<file path="config.mk">
export PLATFORM = sky130hd
export DESIGN_NAME = next_alarm_time_matcher_unit
export DESIGN_NICKNAME = d
export VERILOG_FILES = /design/src/hw/rtl/natm_pkg.sv /design/src/hw/rtl/natm_scan.sv /design/src/hw/rtl/next_alarm_time_matcher_unit.sv
export SDC_FILE = /design/constraint.sdc
export NUM_CORES = 1
export LEC_CHECK = 0
export ABC_AREA = 1
export ABC_CLOCK_PERIOD_IN_PS = 18500
export CORE_MARGIN = 2
export CORE_UTILIZATION = 60
export CTS_BUF_LIST = sky130_fd_sc_hd__clkbuf_2
export DETAILED_ROUTE_END_ITERATION = 10
export DONT_BUFFER_PORTS = 1
export PLACE_DENSITY_LB_ADDON = 0.05
export SLEW_MARGIN = 30
export SYNTH_ARGS = -nofsm -noshare
export SYNTH_HDL_FRONTEND = slang
export SYNTH_SLANG_ARGS = --single-unit
</file>
<file path="constraint.sdc">
create_clock -name clk -period 18.5 [get_ports clk]
set_input_delay 2.775 -clock clk [delete_from_list [all_inputs] [get_ports clk]]
set_output_delay 2.775 -clock clk [all_outputs]
set_load 0.01 [all_outputs]
</file>
<file path="src/hw/rtl/natm_pkg.sv">
`default_nettype none

package natm_pkg;

    localparam int unsigned MASK_W      = 60;
    localparam int unsigned HOUR_MASK_W = 24;
    localparam int unsigned IDX_W       = 6;
    localparam int unsigned HOUR_W      = 5;
    localparam int unsigned SECS_W      = 17;

    localparam logic [IDX_W-1:0]  HOURS_PER_DAY    = 6'd24;
    localparam logic [IDX_W-1:0]  MINUTES_PER_HOUR = 6'd60;
    localparam logic [IDX_W-1:0]  SECONDS_PER_MIN  = 6'd60;
    localparam logic [SECS_W-1:0] SECONDS_PER_HOUR = 17'd3600;
    localparam logic [SECS_W-1:0] DAY_SECONDS      = 17'd86400;

    // Register indexes on the configuration port (address bits [4:3]).
    localparam logic [1:0] REG_SECOND_MASK = 2'd0;
    localparam logic [1:0] REG_MINUTE_MASK = 2'd1;
    localparam logic [1:0] REG_HOUR_MASK   = 2'd2;

    typedef struct packed {
        logic [MASK_W-1:0] mask;
        logic [IDX_W-1:0]  start;
        logic [IDX_W-1:0]  max;
    } scan_req_t;

    typedef struct packed {
        logic              done;
        logic [IDX_W-1:0]  idx;
        logic              wrap;
    } scan_rsp_t;

endpackage

`default_nettype wire

</file>
<file path="src/hw/rtl/natm_scan.sv">
`default_nettype none

// Circular next-set-bit search, one mask bit per cycle. The request is taken
// on start; done is high in the cycle in which idx points at a set bit.
module natm_scan
(
    input  wire logic                clk,
    input  wire logic                rst_n,
    input  wire logic                start,
    input  wire natm_pkg::scan_req_t req,
    output natm_pkg::scan_rsp_t      rsp
);

    logic                          busy_reg;
    logic                          busy_next;
    logic [natm_pkg::IDX_W-1:0]    idx_reg;
    logic [natm_pkg::IDX_W-1:0]    idx_next;
    logic                          wrap_reg;
    logic                          wrap_next;
    logic [natm_pkg::MASK_W-1:0]   mask_reg;
    logic [natm_pkg::MASK_W-1:0]   mask_next;
    logic [natm_pkg::IDX_W-1:0]    max_reg;
    logic [natm_pkg::IDX_W-1:0]    max_next;
    logic                          hit;

    assign hit = mask_reg[idx_reg];

    always_comb
    begin
        busy_next = busy_reg;
        idx_next  = idx_reg;
        wrap_next = wrap_reg;
        mask_next = mask_reg;
        max_next  = max_reg;
        if (start)
        begin
            busy_next = 1'b1;
            mask_next = req.mask;
            max_next  = req.max;
            // A start at or past the end begins at zero as a wrap.
            if (req.start >= req.max)
            begin
                idx_next  = '0;
                wrap_next = 1'b1;
            end
            else
            begin
                idx_next  = req.start;
                wrap_next = 1'b0;
            end
        end
        else if (busy_reg)
        begin
            if (hit)
            begin
                busy_next = 1'b0;
            end
            else if (idx_reg == max_reg - 6'd1)
            begin
                idx_next  = '0;
                wrap_next = 1'b1;
            end
            else
            begin
                idx_next = idx_reg + 6'd1;
            end
        end
    end

    always_ff @(posedge clk or negedge rst_n)
    begin
        if (!rst_n)
        begin
            busy_reg <= 1'b0;
            idx_reg  <= '0;
            wrap_reg <= 1'b0;
        end
        else
        begin
            busy_reg <= busy_next;
            idx_reg  <= idx_next;
            wrap_reg <= wrap_next;
        end
    end

    always_ff @(posedge clk)
    begin
        mask_reg <= mask_next;
        max_reg  <= max_next;
    end

    assign rsp.done = busy_reg & hit;
    assign rsp.idx  = idx_reg;
    assign rsp.wrap = wrap_reg;

endmodule

`default_nettype wire

</file>
<file path="src/hw/rtl/next_alarm_time_matcher_unit.sv">
`default_nettype none

// Channel   Direction  Handshake                 Payload
// s_axis    in         s_axis_tvalid/tready      now hour, minute, second
// m_axis    out        m_axis_tvalid/tready      match time, seconds until, flags
// apb       in/out     psel/penable/pwrite       second, minute and hour masks
//
// When a mask is empty, an accepted item goes straight to the done state
// with no scan. Otherwise the shared scan unit sets the pace: it is launched
// through a registered start and then tests one mask bit per cycle. It runs
// three to five times per item, the most on the path that carries from the
// second through the minute into the hour. The arithmetic state then forms
// both second counts, and the done state writes the output register once free.
// Reset is asynchronous and active low; all masks reset to one (only hour,
// minute and second zero allowed). s_axis_tready is high only while the
// sequencer is idle. A finished result sits in the output register until taken,
// and the next item may be accepted while it waits.
module next_alarm_time_matcher_unit
(
    input  wire logic        clk,
    input  wire logic        rst_n,

    input  wire logic        s_axis_tvalid,
    output logic             s_axis_tready,
    // [4:0] now_hour, [10:5] now_minute, [16:11] now_second, [23:17] zero
    input  wire logic [23:0] s_axis_tdata,

    output logic             m_axis_tvalid,
    input  wire logic        m_axis_tready,
    // [4:0] match_hour, [10:5] match_minute, [16:11] match_second,
    // [33:17] seconds_until, [34] fire_now, [35] no_match, [39:36] zero
    output logic [39:0]      m_axis_tdata,

    input  wire logic        psel,
    input  wire logic        penable,
    input  wire logic        pwrite,
    input  wire logic [4:0]  paddr,
    input  wire logic [63:0] pwdata,
    output logic [63:0]      prdata,
    output logic             pready
);

    typedef enum logic [3:0] {
        ST_IDLE,
        ST_HOUR_FIRST,
        ST_MIN_ZERO,
        ST_SEC_ZERO,
        ST_MIN_NOW,
        ST_HOUR_NEXT_SEC,
        ST_SEC_NOW,
        ST_MIN_NEXT,
        ST_HOUR_NEXT,
        ST_CALC,
        ST_DONE
    } state_t;

    // Configuration registers.
    logic [natm_pkg::MASK_W-1:0]      sec_mask_reg;
    logic [natm_pkg::MASK_W-1:0]      min_mask_reg;
    logic [natm_pkg::HOUR_MASK_W-1:0] hour_mask_reg;
    logic                             cfg_write;
    logic [natm_pkg::MASK_W-1:0]      hour_mask_ext;

    // Sequencer state and registered outputs.
    state_t                           state_reg;
    state_t                           state_next;
    logic [natm_pkg::HOUR_W-1:0]      now_h_reg;
    logic [natm_pkg::HOUR_W-1:0]      now_h_next;
    logic [natm_pkg::IDX_W-1:0]       now_m_reg;
    logic [natm_pkg::IDX_W-1:0]       now_m_next;
    logic [natm_pkg::IDX_W-1:0]       now_s_reg;
    logic [natm_pkg::IDX_W-1:0]       now_s_next;
    logic [natm_pkg::HOUR_W-1:0]      hit_h_reg;
    logic [natm_pkg::HOUR_W-1:0]      hit_h_next;
    logic [natm_pkg::IDX_W-1:0]       hit_m_reg;
    logic [natm_pkg::IDX_W-1:0]       hit_m_next;
    logic [natm_pkg::IDX_W-1:0]       hit_s_reg;
    logic [natm_pkg::IDX_W-1:0]       hit_s_next;
    logic                             nomatch_reg;
    logic                             nomatch_next;
    logic [natm_pkg::SECS_W-1:0]      now_sec_reg;
    logic [natm_pkg::SECS_W-1:0]      now_sec_next;
    logic [natm_pkg::SECS_W-1:0]      hit_sec_reg;
    logic [natm_pkg::SECS_W-1:0]      hit_sec_next;
    logic                             go_reg;
    logic                             go_next;
    natm_pkg::scan_req_t              req_reg;
    natm_pkg::scan_req_t              req_next;
    logic                             out_valid_reg;
    logic                             out_valid_next;
    logic [39:0]                      out_data_reg;
    logic [39:0]                      out_data_next;

    natm_pkg::scan_rsp_t              rsp;

    logic                             in_accept;
    logic [natm_pkg::HOUR_W-1:0]      in_h;
    logic [natm_pkg::IDX_W-1:0]       in_m;
    logic [natm_pkg::IDX_W-1:0]       in_s;
    logic [natm_pkg::IDX_W-1:0]       now_h_wide;
    logic [natm_pkg::IDX_W-1:0]       h_plus_one;
    logic [natm_pkg::IDX_W-1:0]       m_plus_one;
    logic [natm_pkg::SECS_W-1:0]      secs_left;
    logic                             out_free;

    function automatic natm_pkg::scan_req_t mk_req(
        input logic [natm_pkg::MASK_W-1:0] mask,
        input logic [natm_pkg::IDX_W-1:0]  start,
        input logic [natm_pkg::IDX_W-1:0]  max
    );
        natm_pkg::scan_req_t r;
        r.mask  = mask;
        r.start = start;
        r.max   = max;
        return r;
    endfunction

    // ------------------------------------------------------------------
    // Configuration port. Registers sit at 8-byte strides; the low address
    // bits are not decoded and the fourth slot is unused.
    // ------------------------------------------------------------------
    assign pready    = 1'b1;
    assign cfg_write = psel & penable & pwrite & pready;

    always_ff @(posedge clk or negedge rst_n)
    begin
        if (!rst_n)
        begin
            sec_mask_reg  <= 60'd1;
            min_mask_reg  <= 60'd1;
            hour_mask_reg <= 24'd1;
        end
        else if (cfg_write)
        begin
            unique case (paddr[4:3])
                natm_pkg::REG_SECOND_MASK: sec_mask_reg  <= pwdata[59:0];
                natm_pkg::REG_MINUTE_MASK: min_mask_reg  <= pwdata[59:0];
                natm_pkg::REG_HOUR_MASK:   hour_mask_reg <= pwdata[23:0];
                default: ;
            endcase
        end
    end

    always_comb
    begin
        unique case (paddr[4:3])
            natm_pkg::REG_SECOND_MASK: prdata = {4'd0, sec_mask_reg};
            natm_pkg::REG_MINUTE_MASK: prdata = {4'd0, min_mask_reg};
            natm_pkg::REG_HOUR_MASK:   prdata = {40'd0, hour_mask_reg};
            default:                   prdata = '0;
        endcase
    end

    assign hour_mask_ext = {36'd0, hour_mask_reg};

    // ------------------------------------------------------------------
    // Shared scan unit.
    // ------------------------------------------------------------------
    natm_scan u_scan
    (
        .clk   (clk),
        .rst_n (rst_n),
        .start (go_reg),
        .req   (req_reg),
        .rsp   (rsp)
    );

    // ------------------------------------------------------------------
    // Input reduction: hours modulo 24, minutes and seconds modulo 60. One
    // compare and subtract suffices since the raw fields stay below twice
    // the modulus.
    // ------------------------------------------------------------------
    assign in_h = (s_axis_tdata[4:0] >= natm_pkg::HOURS_PER_DAY[4:0]) ?
                  s_axis_tdata[4:0] - natm_pkg::HOURS_PER_DAY[4:0] : s_axis_tdata[4:0];
    assign in_m = (s_axis_tdata[10:5] >= natm_pkg::MINUTES_PER_HOUR) ?
                  s_axis_tdata[10:5] - natm_pkg::MINUTES_PER_HOUR : s_axis_tdata[10:5];
    assign in_s = (s_axis_tdata[16:11] >= natm_pkg::SECONDS_PER_MIN) ?
                  s_axis_tdata[16:11] - natm_pkg::SECONDS_PER_MIN : s_axis_tdata[16:11];

    assign s_axis_tready = (state_reg == ST_IDLE);
    assign in_accept     = s_axis_tvalid & s_axis_tready;

    // Hour 23 plus one gives 24 and minute 59 plus one gives 60; the scan unit
    // treats a start at the end as a wrap to zero.
    assign now_h_wide = {1'b0, now_h_reg};
    assign h_plus_one = now_h_wide + 6'd1;
    assign m_plus_one = now_m_reg + 6'd1;

    // Seconds until the match, modulo one day.
    assign secs_left = (hit_sec_reg >= now_sec_reg) ? hit_sec_reg - now_sec_reg :
                       hit_sec_reg + natm_pkg::DAY_SECONDS - now_sec_reg;

    assign out_free = !out_valid_reg || m_axis_tready;

    // ------------------------------------------------------------------
    // Sequencer. Each scan state waits for the scan unit and then either
    // launches the next scan or moves on to the arithmetic.
    // ------------------------------------------------------------------
    always_comb
    begin
        state_next     = state_reg;
        now_h_next     = now_h_reg;
        now_m_next     = now_m_reg;
        now_s_next     = now_s_reg;
        hit_h_next     = hit_h_reg;
        hit_m_next     = hit_m_reg;
        hit_s_next     = hit_s_reg;
        nomatch_next   = nomatch_reg;
        now_sec_next   = now_sec_reg;
        hit_sec_next   = hit_sec_reg;
        go_next        = 1'b0;
        req_next       = req_reg;
        out_valid_next = out_valid_reg;
        out_data_next  = out_data_reg;

        if (out_valid_reg && m_axis_tready)
        begin
            out_valid_next = 1'b0;
        end

        unique case (state_reg)
            ST_IDLE:
            begin
                if (in_accept)
                begin
                    now_h_next = in_h;
                    now_m_next = in_m;
                    now_s_next = in_s;
                    if (sec_mask_reg == '0 || min_mask_reg == '0 || hour_mask_reg == '0)
                    begin
                        nomatch_next = 1'b1;
                        state_next   = ST_DONE;
                    end
                    else
                    begin
                        nomatch_next = 1'b0;
                        go_next      = 1'b1;
                        req_next     = mk_req(hour_mask_ext, {1'b0, in_h},
                                              natm_pkg::HOURS_PER_DAY);
                        state_next   = ST_HOUR_FIRST;
                    end
                end
            end

            ST_HOUR_FIRST:
            begin
                if (rsp.done)
                begin
                    hit_h_next = rsp.idx[4:0];
                    go_next    = 1'b1;
                    if (rsp.idx != now_h_wide)
                    begin
                        // A later hour: earliest minute and second of it.
                        req_next   = mk_req(min_mask_reg, '0, natm_pkg::MINUTES_PER_HOUR);
                        state_next = ST_MIN_ZERO;
                    end
                    else
                    begin
                        req_next   = mk_req(min_mask_reg, now_m_reg,
                                            natm_pkg::MINUTES_PER_HOUR);
                        state_next = ST_MIN_NOW;
                    end
                end
            end

            ST_MIN_ZERO:
            begin
                if (rsp.done)
                begin
                    hit_m_next = rsp.idx;
                    go_next    = 1'b1;
                    req_next   = mk_req(sec_mask_reg, '0, natm_pkg::SECONDS_PER_MIN);
                    state_next = ST_SEC_ZERO;
                end
            end

            ST_SEC_ZERO:
            begin
                if (rsp.done)
                begin
                    hit_s_next = rsp.idx;
                    state_next = ST_CALC;
                end
            end

            ST_MIN_NOW:
            begin
                if (rsp.done)
                begin
                    hit_m_next = rsp.idx;
                    go_next    = 1'b1;
                    if (rsp.wrap)
                    begin
                        // No minute left in this hour: move to a later hour.
                        req_next   = mk_req(hour_mask_ext, h_plus_one,
                                            natm_pkg::HOURS_PER_DAY);
                        state_next = ST_HOUR_NEXT_SEC;
                    end
                    else if (rsp.idx != now_m_reg)
                    begin
                        req_next   = mk_req(sec_mask_reg, '0, natm_pkg::SECONDS_PER_MIN);
                        state_next = ST_SEC_ZERO;
                    end
                    else
                    begin
                        req_next   = mk_req(sec_mask_reg, now_s_reg,
                                            natm_pkg::SECONDS_PER_MIN);
                        state_next = ST_SEC_NOW;
                    end
                end
            end

            ST_HOUR_NEXT_SEC:
            begin
                if (rsp.done)
                begin
                    hit_h_next = rsp.idx[4:0];
                    go_next    = 1'b1;
                    req_next   = mk_req(sec_mask_reg, '0, natm_pkg::SECONDS_PER_MIN);
                    state_next = ST_SEC_ZERO;
                end
            end

            ST_SEC_NOW:
            begin
                if (rsp.done)
                begin
                    hit_s_next = rsp.idx;
                    if (rsp.wrap)
                    begin
                        // Seconds ran out: carry into the minute.
                        go_next    = 1'b1;
                        req_next   = mk_req(min_mask_reg, m_plus_one,
                                            natm_pkg::MINUTES_PER_HOUR);
                        state_next = ST_MIN_NEXT;
                    end
                    else
                    begin
                        state_next = ST_CALC;
                    end
                end
            end

            ST_MIN_NEXT:
            begin
                if (rsp.done)
                begin
                    hit_m_next = rsp.idx;
                    if (rsp.wrap)
                    begin
                        // Minutes ran out as well: carry into the hour.
                        go_next    = 1'b1;
                        req_next   = mk_req(hour_mask_ext, h_plus_one,
                                            natm_pkg::HOURS_PER_DAY);
                        state_next = ST_HOUR_NEXT;
                    end
                    else
                    begin
                        state_next = ST_CALC;
                    end
                end
            end

            ST_HOUR_NEXT:
            begin
                if (rsp.done)
                begin
                    hit_h_next = rsp.idx[4:0];
                    state_next = ST_CALC;
                end
            end

            ST_CALC:
            begin
                now_sec_next = 17'(now_h_reg) * natm_pkg::SECONDS_PER_HOUR
                             + 17'(now_m_reg) * 17'(natm_pkg::SECONDS_PER_MIN)
                             + 17'(now_s_reg);
                hit_sec_next = 17'(hit_h_reg) * natm_pkg::SECONDS_PER_HOUR
                             + 17'(hit_m_reg) * 17'(natm_pkg::SECONDS_PER_MIN)
                             + 17'(hit_s_reg);
                state_next   = ST_DONE;
            end

            ST_DONE:
            begin
                if (out_free)
                begin
                    out_valid_next = 1'b1;
                    if (nomatch_reg)
                    begin
                        out_data_next = {4'd0, 1'b1, 1'b0, 17'd0, 6'd0, 6'd0, 5'd0};
                    end
                    else
                    begin
                        out_data_next = {4'd0, 1'b0, (secs_left == '0), secs_left,
                                         hit_s_reg, hit_m_reg, hit_h_reg};
                    end
                    state_next = ST_IDLE;
                end
            end

            default:
            begin
                state_next = ST_IDLE;
            end
        endcase
    end

    always_ff @(posedge clk or negedge rst_n)
    begin
        if (!rst_n)
        begin
            state_reg     <= ST_IDLE;
            go_reg        <= 1'b0;
            out_valid_reg <= 1'b0;
            nomatch_reg   <= 1'b0;
        end
        else
        begin
            state_reg     <= state_next;
            go_reg        <= go_next;
            out_valid_reg <= out_valid_next;
            nomatch_reg   <= nomatch_next;
        end
    end

    always_ff @(posedge clk)
    begin
        now_h_reg    <= now_h_next;
        now_m_reg    <= now_m_next;
        now_s_reg    <= now_s_next;
        hit_h_reg    <= hit_h_next;
        hit_m_reg    <= hit_m_next;
        hit_s_reg    <= hit_s_next;
        now_sec_reg  <= now_sec_next;
        hit_sec_reg  <= hit_sec_next;
        req_reg      <= req_next;
        out_data_reg <= out_data_next;
    end

    assign m_axis_tvalid = out_valid_reg;
    assign m_axis_tdata  = out_data_reg;

endmodule

`default_nettype wire
</file>
# After elaboration in Yosys (flattened, before gate mapping)
# Index checks and enable logic that the tools add are counted.
[totals] ff_bits=405 input_bits=100 out_inout_bits=107 word_cells=172
[op_classes] add_sub_neg=14 mul=4 n_lt_le_gt_ge=6 eq_ne=27 mux=59 bitwise=4 n_reduce_logical=33
[ops] operator="$mux W72" n=10
[ops] operator="$pmux W72 S6" n=1
[ops] operator="$pmux W60 S3" n=1
[ops] operator="$logic_not A60 Y1" n=2
[ops] operator="$mux W6" n=7
[ops] operator="$mux W4" n=10
[ops] operator="$mux W36" n=1
[ops] operator="$pmux W4 S9" n=1
[ops] operator="$add A17 B12 Y17" n=2
[ops] operator="$add A17 B6 Y17" n=2
[ops] operator="$sub A17 B17 Y17" n=2
[ops] operator="$mul A5 B8 Y13 const B" n=2
[ops] operator="$logic_not A24 Y1" n=1
[ops] operator="$mux W12" n=2
[ops] operator="$mul A6 B4 Y10 const B" n=2
[ops] operator="$mux W1" n=19
[ops] operator="$reduce_and A2 Y1" n=9
[ops] operator="$add A17 B17 Y17 const B" n=1
[ops] operator="$ge A17 B17 Y1" n=1
[ops] operator="$logic_not A17 Y1" n=1
[ops] operator="$mux W17" n=1
[ops] operator="$eq A4 B3 Y1 const B" n=4
[ops] operator="$ne A2 B2 Y1 const B" n=7
[ops] operator="$add A6 B1 Y6 const B" n=2
[ops] operator="other kinds (35)" n=56

# Depth between registers and ports, before layout
# Gate-level depths: netlist (run 1).
[depth] word_depth=6 depth_mapped=22 depth_no_buf=22

# Hierarchy
# From an unflattened synthesis (run 1), not the netlist that was laid out.
[unflattened] hier_cells=2529 area_unflattened_um2=22998.3
[by_module_without_submodules] module="next_alarm_time_matcher_unit" instances=1 cells_per_inst=2171 area_each_um2=19443.6 seq_area_each_um2=8917.3
[by_module_without_submodules] module="natm_scan" instances=1 cells_per_inst=358 area_each_um2=3554.7 seq_area_each_um2=2182.1

# Worst setup path before layout (run 1)
# OpenSTA, ideal clock, no wires.
[synth_timing] kind="input -> register" startpoint="input s_axis_tvalid" endpoint="register req_reg[10] in the netlist's numbering, enable pin" setup_ns=0.584 t_arrival_ns=6.759 required_ns=17.916 setup_slack_ns=11.156 path_stages=4 n_path_buf=0 path_cell_list="inv_1 -> nor3_1 -> nand4_1 -> o21ai_0"
[synth_via] elab_chain_len=3
[synth_lines] element="start: declaration" line_no="next_alarm_time_matcher_unit.sv:23" rtl="input wire logic s_axis_tvalid,"
[synth_lines] element="$and A1 B1 Y1" line_no="next_alarm_time_matcher_unit.sv:181" rtl="assign in_accept = s_axis_tvalid & s_axis_tready;"
[synth_lines] element="$ne A2 B1 Y1 (no source line)"
[synth_lines] element="$reduce_and A10 Y1 (no source line)"
[synth_lines] element="end signal: assignment" line_no="next_alarm_time_matcher_unit.sv:437" rtl="req_reg <= req_next;"
[synth_lines] element="end: declaration" line_no="next_alarm_time_matcher_unit.sv:87" rtl="natm_pkg::scan_req_t req_reg;"
# No other way between the ends.
# A chain may end at the register's enable or synchronous reset.

# Worst setup path after layout (run 1)
[layout_timing] startpoint="input paddr[4]" endpoint="output prdata[16]"
[layout_via] elab_chain_len=2 word_cells_on_any_way=4 classes_between="2 x eq/ne; 1 x mux; 1 x reduce/logical"
[layout_lines] element="start: declaration" line_no="next_alarm_time_matcher_unit.sv:37" rtl="input wire logic [4:0] paddr,"
[layout_lines] element="$eq A2 B2 Y1 (tied with other cells)" line_no="next_alarm_time_matcher_unit.sv:146" rtl="unique case (paddr[4:3])"
[layout_lines] element="$pmux W60 S3 (*)" line_no="next_alarm_time_matcher_unit.sv:146"
[layout_lines] element="end: declaration" line_no="next_alarm_time_matcher_unit.sv:39" rtl="output logic [63:0] prdata,"
# Every way passes the cells marked *; elsewhere a longest branch is shown, timed or not.

==> impl_metrics.yaml, run 1 <==
floorplan:
  dieWidth_um: 196
  io_pins: 207
  die_y_um: 196
  num_rows: 70
  start_util: 0.609
  die-area_mm2: 0.0386
  coreArea_mm2: 0.0365
layout:
  fin_area_mm2: 0.0237
  nNetsFinal: 2713
  fill_cells: 3094
  ff_latch_area_mm2: 0.0110
  syn2layout_area_growth_pct: 6.64
  multi_input_area_mm2: 0.00934
  largest_reg_flops: 67
  layout-drive-gt1-share: 0.0924
power_and_ir_drop:
  total_power_mw: 4.24
  p_clk_frac: 0.158
  share_comb_of_total_power: 0.497
  vdd_drop_max_uv: 97.4
  sequentialPowerShare: 0.345
  p_per_area_mw_per_mm2: 179
  p_int_mw: 2.37
  power_switching_mw: 1.87
  switching_share: 0.441
  leakagePower_nw: 11.0
synthesis:
  netlist_area_mm2: 0.0222
  ys_types: 54
  yosysMostFrequentCell: "nand2_1"
  async_flop_share: 0.407
  yosys_warnings: 0
  avgSynthCellArea_um2: 9.32
  synth_top_area_frac: 0.313
  ys_seq_area_frac: 0.493
  synth_common_cells: "nand2_1 (419), inv_1 (412), edfxtp_1 (232)"
  synth_edf_count: 232
  synthTopCellsByArea: "edfxtp_1 (31%), dfrtp_1 (18%), ha_1 (8.1%), nand2_1 (7.1%), inv_1 (7.0%)"
  yosys_register_bits: 391
  ys.flop_type: "edfxtp_1"
  yosysTopAreaCell: "edfxtp_1"
  syn_inst: 2386
worst_setup_path:
  crit_path_max_fanout: 59
  cp.arrival_ps: 4310
  end_kind: "output port"
  worstPathRequired_ps: 15730
  critPathTopFamily: "compound AO/OA/AOI/OAI gates"
  slowest_stage: "o221ai_1"
  crit_type: "input port to output port"
  path_cells: "nor2_1 -> inv_4 -> o221ai_1"
  reg2reg_to: "hit_sec_reg[16]"
  rr_worst_depth: 21
  cp.depth: 3
  crit_path_start_kind: "input port"
  critPathMaxStageDelay_ps: 540
  r2r-start: "hit_m_reg[3]"
  critPathBufInv: 1
  rrSetupSlack_ps: 13540
clock_network:
  htreeDepth: 3
  worstSkewPairLatency_ps: 1060
  cts_sinks: 391
  clockRootBuffer: "clkbuf_2"
  cts_resized: 0
  cts_made_buffers: 101
  holdBufCountCts: 0
  cts_tree: "done"
  clk_pin_slew_ps: 110
  post-cts-setup-buffer-count: 0
  clk_path_buf_depth: 3
min_path:
  min_to: "u_scan.mask_reg[30]"
  min_path_type: "flip-flop to flip-flop"
  worstHoldStart: "req_reg[42]"
  worstHoldPathCells: 0
timing:
  maxSlewViolCount: 0
  final.period_utilization: 0.383
  finalSetupViolations: 0
  rsz0062_at_grt: "false"
  hold_viol_final: 0
  clock_skew_ps: 145
  tightest_slew_ps: 874
  fin_crit_ps: 7090
  max_freq_mhz: 141
  fin_tns_setup_ps: 0
  relSlewSlack: 0.417
placement:
  dp_hpwl_mm: 39.6
  place.gp.congestion: 0.897
  io_buffer_count: 0
  placedInstanceArea_mm2: 0.0226
drt:
  ant_nets: 0
  first_iter_violations: 1146
  vias: 16900
  viasPerCell: 5.66
  drc_errors: 0
  drtPass1Iterations: 8
  avgRoutedWirePerCell_um: 18.3
  routed_wl_mm: 54.5
global_route:
  grt_max_degree: 160
  grt_overflow_total: 0
  grt_pass1_wl_mm: 87.3
  grt_antenna_before_repair: 1
  grt_pass1_vias: 16500
  track_usage: 0.291
flow_run:
  drv_cap: 0
run_status:
  status: "finished, final reports clean"
==> layer usage <==
| metal | track usage | up-vias | routed length, µm |
|---|---|---|---|
| met1 | 0.367 | 8007 | 22300 |
| li1 | - | 8117 | - |
| met3 | 0.0631 | 109 | 3940 |
| met4 | 0.108 | 0 | 1600 |
| met2 | 0.494 | 632 | 26700 |
| met5 | 0 | - | 0 |
==> cells in the final DEF (no fill, tap or decap), types with 7 or more instances in the layout <==
cell      synthesis  final
nand2_1         419    417
fa_1             43     43
nor3_1           16     15
nor2_1          174    170
conb_1            2      9
a21oi_1         102    102
buf_4            14     15
nand4_1          33     33
o21ai_0         158    157
o22ai_1          79     79
xnor2_1          29     29
xor2_1           48     48
o221ai_1         46     46
clkinv_1          0     15
o21ai_1           9      9
ha_1            144    144
nand3_1          94     94
edfxtp_1        232    232
nor4_1           25     25
o21bai_1          7      7
a31oi_1          11     11
clkbuf_2          0    157
nor2_2            6      7
dfrtp_1         156    155
inv_1           412    412
clkinv_2          0      7
==> power groups by stage <==
stage	combinational [mW]	clock, mW	sequential, mW
global placement	2.05	0	1.48
finish	2.11	0.671	1.46
CTS	2.11	0.689	1.47
floorplan	1.62	0	1.45
global route	2.39	0.732	1.49
detailed placement	2.10	0	1.48
==> worst max-delay path by stage <==
stage                   from           to  slack (ps)
6_report            paddr[4]   prdata[16]       11410
5_1_grt             paddr[4]   prdata[16]       11370
4_1_cts             paddr[4]   prdata[16]       11440
3_5_place_dp        paddr[4]   prdata[16]       11440
3_3_place_gp        paddr[4]   prdata[16]       11240
2_1_floorplan  s_axis_tvalid  req_reg[10]       11160
==> final cells by class <==
type	count	area share
antenna	1	0.000106
clock buffer	157	0.0331
clock inverter	31	0.0125
inverter	419	0.0667
multi-input combinational	1496	0.394
sequential	391	0.462
tap	468	0.0247
timing repair buffer	17	0.00707
==> logic make-up (layout without fill, tap and decap cells) <==
group,Yosys count,count (layout),share of synthesized area
AOI/OAI and AO/OA,438,438,0.116
xor gates and xnor gates,77,77,0.0303
adders and majority gates,187,187,0.120
buffers and inverters,506,624,0.0908
DFF,391,391,0.493
muxes,2,2,0.00101
other,2,10,0.000338
and+or+nand+nor,783,783,0.149
==> per-stage QoR <==
| stage | hold WS, ps | cells | setup slack [ps] | util |
|---|---|---|---|---|
| after global placement | 402 | 2789 | 11240 | 0.618 |
| after global routing | 378 | 2980 | 11370 | 0.649 |
| after floorplan | 400 | 2393 | 11160 | - |
| after detailed placement | 405 | 2790 | 11440 | 0.619 |
| final | 354 | 2980 | 11410 | 0.649 |
| after CTS | 356 | 2978 | 11440 | 0.648 |
(Power assumes the default switching activity.)
==> run 2, diff against run 1 <==
--- a/config.mk
+++ b/config.mk
@@ -5,8 +5,8 @@
 export SDC_FILE = /design/constraint.sdc
 export NUM_CORES = 1
 export LEC_CHECK = 0
-export ABC_AREA = 1
-export ABC_CLOCK_PERIOD_IN_PS = 18500
+export ABC_AREA = 0
+export ABC_CLOCK_PERIOD_IN_PS = 7250
 export CORE_MARGIN = 2
 export CORE_UTILIZATION = 60
 export CTS_BUF_LIST = sky130_fd_sc_hd__clkbuf_2
==> constraint.sdc (replaced) <==
create_clock -name clk -period 7.25 [get_ports clk]
set_input_delay 1.0875 -clock clk [delete_from_list [all_inputs] [get_ports clk]]
set_output_delay 1.0875 -clock clk [all_outputs]
set_load 0.01 [all_outputs]
==> impl_metrics.yaml, run 2 <==
run_status:
  status: "finished, final reports clean"
clock_network:
  post-cts-setup-buffer-count: 0
  clockRootBuffer: "clkbuf_2"
  clk_path_buf_depth: 3
  worstSkewPairLatency_ps: 1030
  cts_tree: "done"
  cts_made_buffers: 97
  holdBufCountCts: 1
  clk_pin_slew_ps: 120
  htreeDepth: 3
  cts_resized: 0
  cts_sinks: 391
floorplan:
  die_y_um: 195
  start_util: 0.613
  dieWidth_um: 195
  coreArea_mm2: 0.0357
  num_rows: 69
  die-area_mm2: 0.0381
  io_pins: 207
worst_setup_path:
  path_cells: "fa_1 -> fa_1 -> inv_1 -> fa_1 -> fa_1 -> inv_1 -> ha_1 -> a21o_1 -> a21oi_1 -> o21bai_1 -> a21oi_1 -> o21bai_1 -> a21oi_1 -> o21ai_0 -> nand3_1 -> xnor2_1"
  crit_path_max_fanout: 9
  crit_type: "flip-flop to flip-flop"
  rrSetupSlack_ps: 2380
  critPathMaxStageDelay_ps: 600
  crit_path_start_kind: "flip-flop"
  end_kind: "flip-flop"
  path_common_cell: "fa_1"
  worstPathRequired_ps: 7900
  critPathTopFamily: "adder cells"
  slowest_stage: "edfxtp_1"
  critPathBufInv: 2
  cp.arrival_ps: 5520
power_and_ir_drop:
  total_power_mw: 9.87
  p_per_area_mw_per_mm2: 424
  vdd_drop_max_uv: 200
  leakagePower_nw: 10.1
drt:
  drc_errors: 0
  first_iter_violations: 1062
  drtPass1Iterations: 7
  routed_wl_mm: 48.4
  viasPerCell: 5.96
  vias: 14200
  ant_nets: 0
  avgRoutedWirePerCell_um: 20.4
placement:
  place.gp.congestion: 0.888
  pre_cts_slack_ps: 2550
  io_buffer_count: 0
  dp_hpwl_mm: 33.7
  placedInstanceArea_mm2: 0.0224
global_route:
  grt_max_degree: 160
  grt_pass1_vias: 14500
  grt_pass1_wl_mm: 77.8
  grt_antenna_before_repair: 1
  track_usage: 0.260
  grt_overflow_total: 0
synthesis:
  yosysMostFrequentCell: "edfxtp_1"
  synthTopCellsByArea: "edfxtp_1 (32%), dfrtp_1 (18%), ha_1 (8.2%), mux2_2 (7.7%), fa_1 (3.9%)"
  yosys_warnings: 0
  avgSynthCellArea_um2: 12.2
  yosys_register_bits: 391
  synth_common_cells: "edfxtp_1 (232), inv_1 (178), dfrtp_1 (156)"
  yosysTopAreaCell: "edfxtp_1"
  syn_inst: 1791
  ys_types: 77
  async_flop_share: 0.407
  synth_top_area_frac: 0.318
  ys_seq_area_frac: 0.500
  synth_edf_count: 232
  ys.flop_type: "edfxtp_1"
  netlist_area_mm2: 0.0219
timing:
  clock_skew_ps: 139
  max_freq_mhz: 205
  relSlewSlack: 0.376
  tightest_slew_ps: 936
  setup_ws_ps: 2380
  final.period_utilization: 0.672
  hold_ws_ps: 104
  fin_tns_setup_ps: 0
  maxSlewViolCount: 0
  hold_viol_final: 0
  finalSetupViolations: 0
  fin_crit_ps: 4870
  rsz0062_at_grt: "false"
layout:
  most-common-layout-cells: "edfxtp_1 (232), inv_1 (178), dfrtp_1 (155), mux2_2 (150)"
  final_common_cell: "edfxtp_1"
  nNetsFinal: 2123
  fin_area_mm2: 0.0233
  syn2layout_area_growth_pct: 6.32
  largest_reg_flops: 67
  layout-drive-gt1-share: 0.189
min_path:
  min_path_type: "input port to async pin"
flow_run:
  drv_cap: 0
## run 2: metrics by stage
| step | cells | util |
|---|---|---|
| 6_report | 2376 | 0.652 |
| 5_1_grt | 2376 | 0.652 |
| 4_1_cts | 2375 | 0.652 |
| 3_5_place_dp | 2197 | 0.626 |
| 3_3_place_gp | 2196 | 0.625 |
| 2_1_floorplan | 1798 | - |
## run 2: kinds of logic (layout without fill, tap and decap cells)
logic type	after synthesis	count (layout)	share of synthesized area
AO/OA/AOI/OAI	282	282	0.0916
buffers and inverters	259	375	0.0473
XOR/XNOR	90	90	0.0360
adder cells (fa/ha/maj)	187	187	0.122
multiplexers	244	244	0.129
flip-flops	391	391	0.500
AND/OR/NAND/NOR	336	336	0.0748
other	2	10	0.000343
## run 2: per-layer routing
metal,vias to the layer above,routed length (µm),track usage
li1,6625,-,-
met1,6947,19900,0.327
met2,492,24000,0.442
met3,89,3360,0.0656
met4,0,1020,0.0806
met5,-,0,0
## run 2: layout make-up
type | instances | area (µm²)
Clock inverter | 33 | 180
Timing Repair Buffer | 18 | 175
Inverter | 180 | 676
Antenna cell | 1 | 2.50
Multi-Input combinational cell | 1148 | 10000
Clock buffer | 144 | 721
Fill cell | 2832 | 12400
Tap cell | 461 | 577
Sequential cell | 391 | 11000
## run 2: power by group
group | leakage (nW) | total, mW | internal, mW | switching (mW)
logic | 5.29 | 4.58 | 2.01 | 2.57
registers | 4.09 | 3.81 | 3.29 | 0.522
clock network | 0.691 | 1.47 | 0.575 | 0.899
total | 10.1 | 9.87 | 5.88 | 3.99
## run 2: worst reg2reg max path, delay by kind of cell, from the launching register on
| family | cells | cell delay, ps |
|---|---|---|
| AOI/OAI and AO/OA | 7 | 1210 |
| xor gates and xnor gates | 1 | 70 |
| adders and majority gates | 5 | 2410 |
| buffers and inverters | 2 | 100 |
| DFF | 1 | 600 |
| and+or+nand+nor | 1 | 140 |
## run 2: worst paths after layout
kind,startpoint,end,cells after the start
setup / recovery,now_m_reg[0],now_sec_reg[15],16
hold / removal,rst_n,sec_mask_reg[9],1
setup reg to reg,now_m_reg[0],now_sec_reg[15],16
hold reg to reg,req_reg[49],u_scan.mask_reg[37],0
max in group asynchronous,rst_n,sec_mask_reg[38],1
min in group clk,s_axis_tdata[6],now_m_reg[1],0
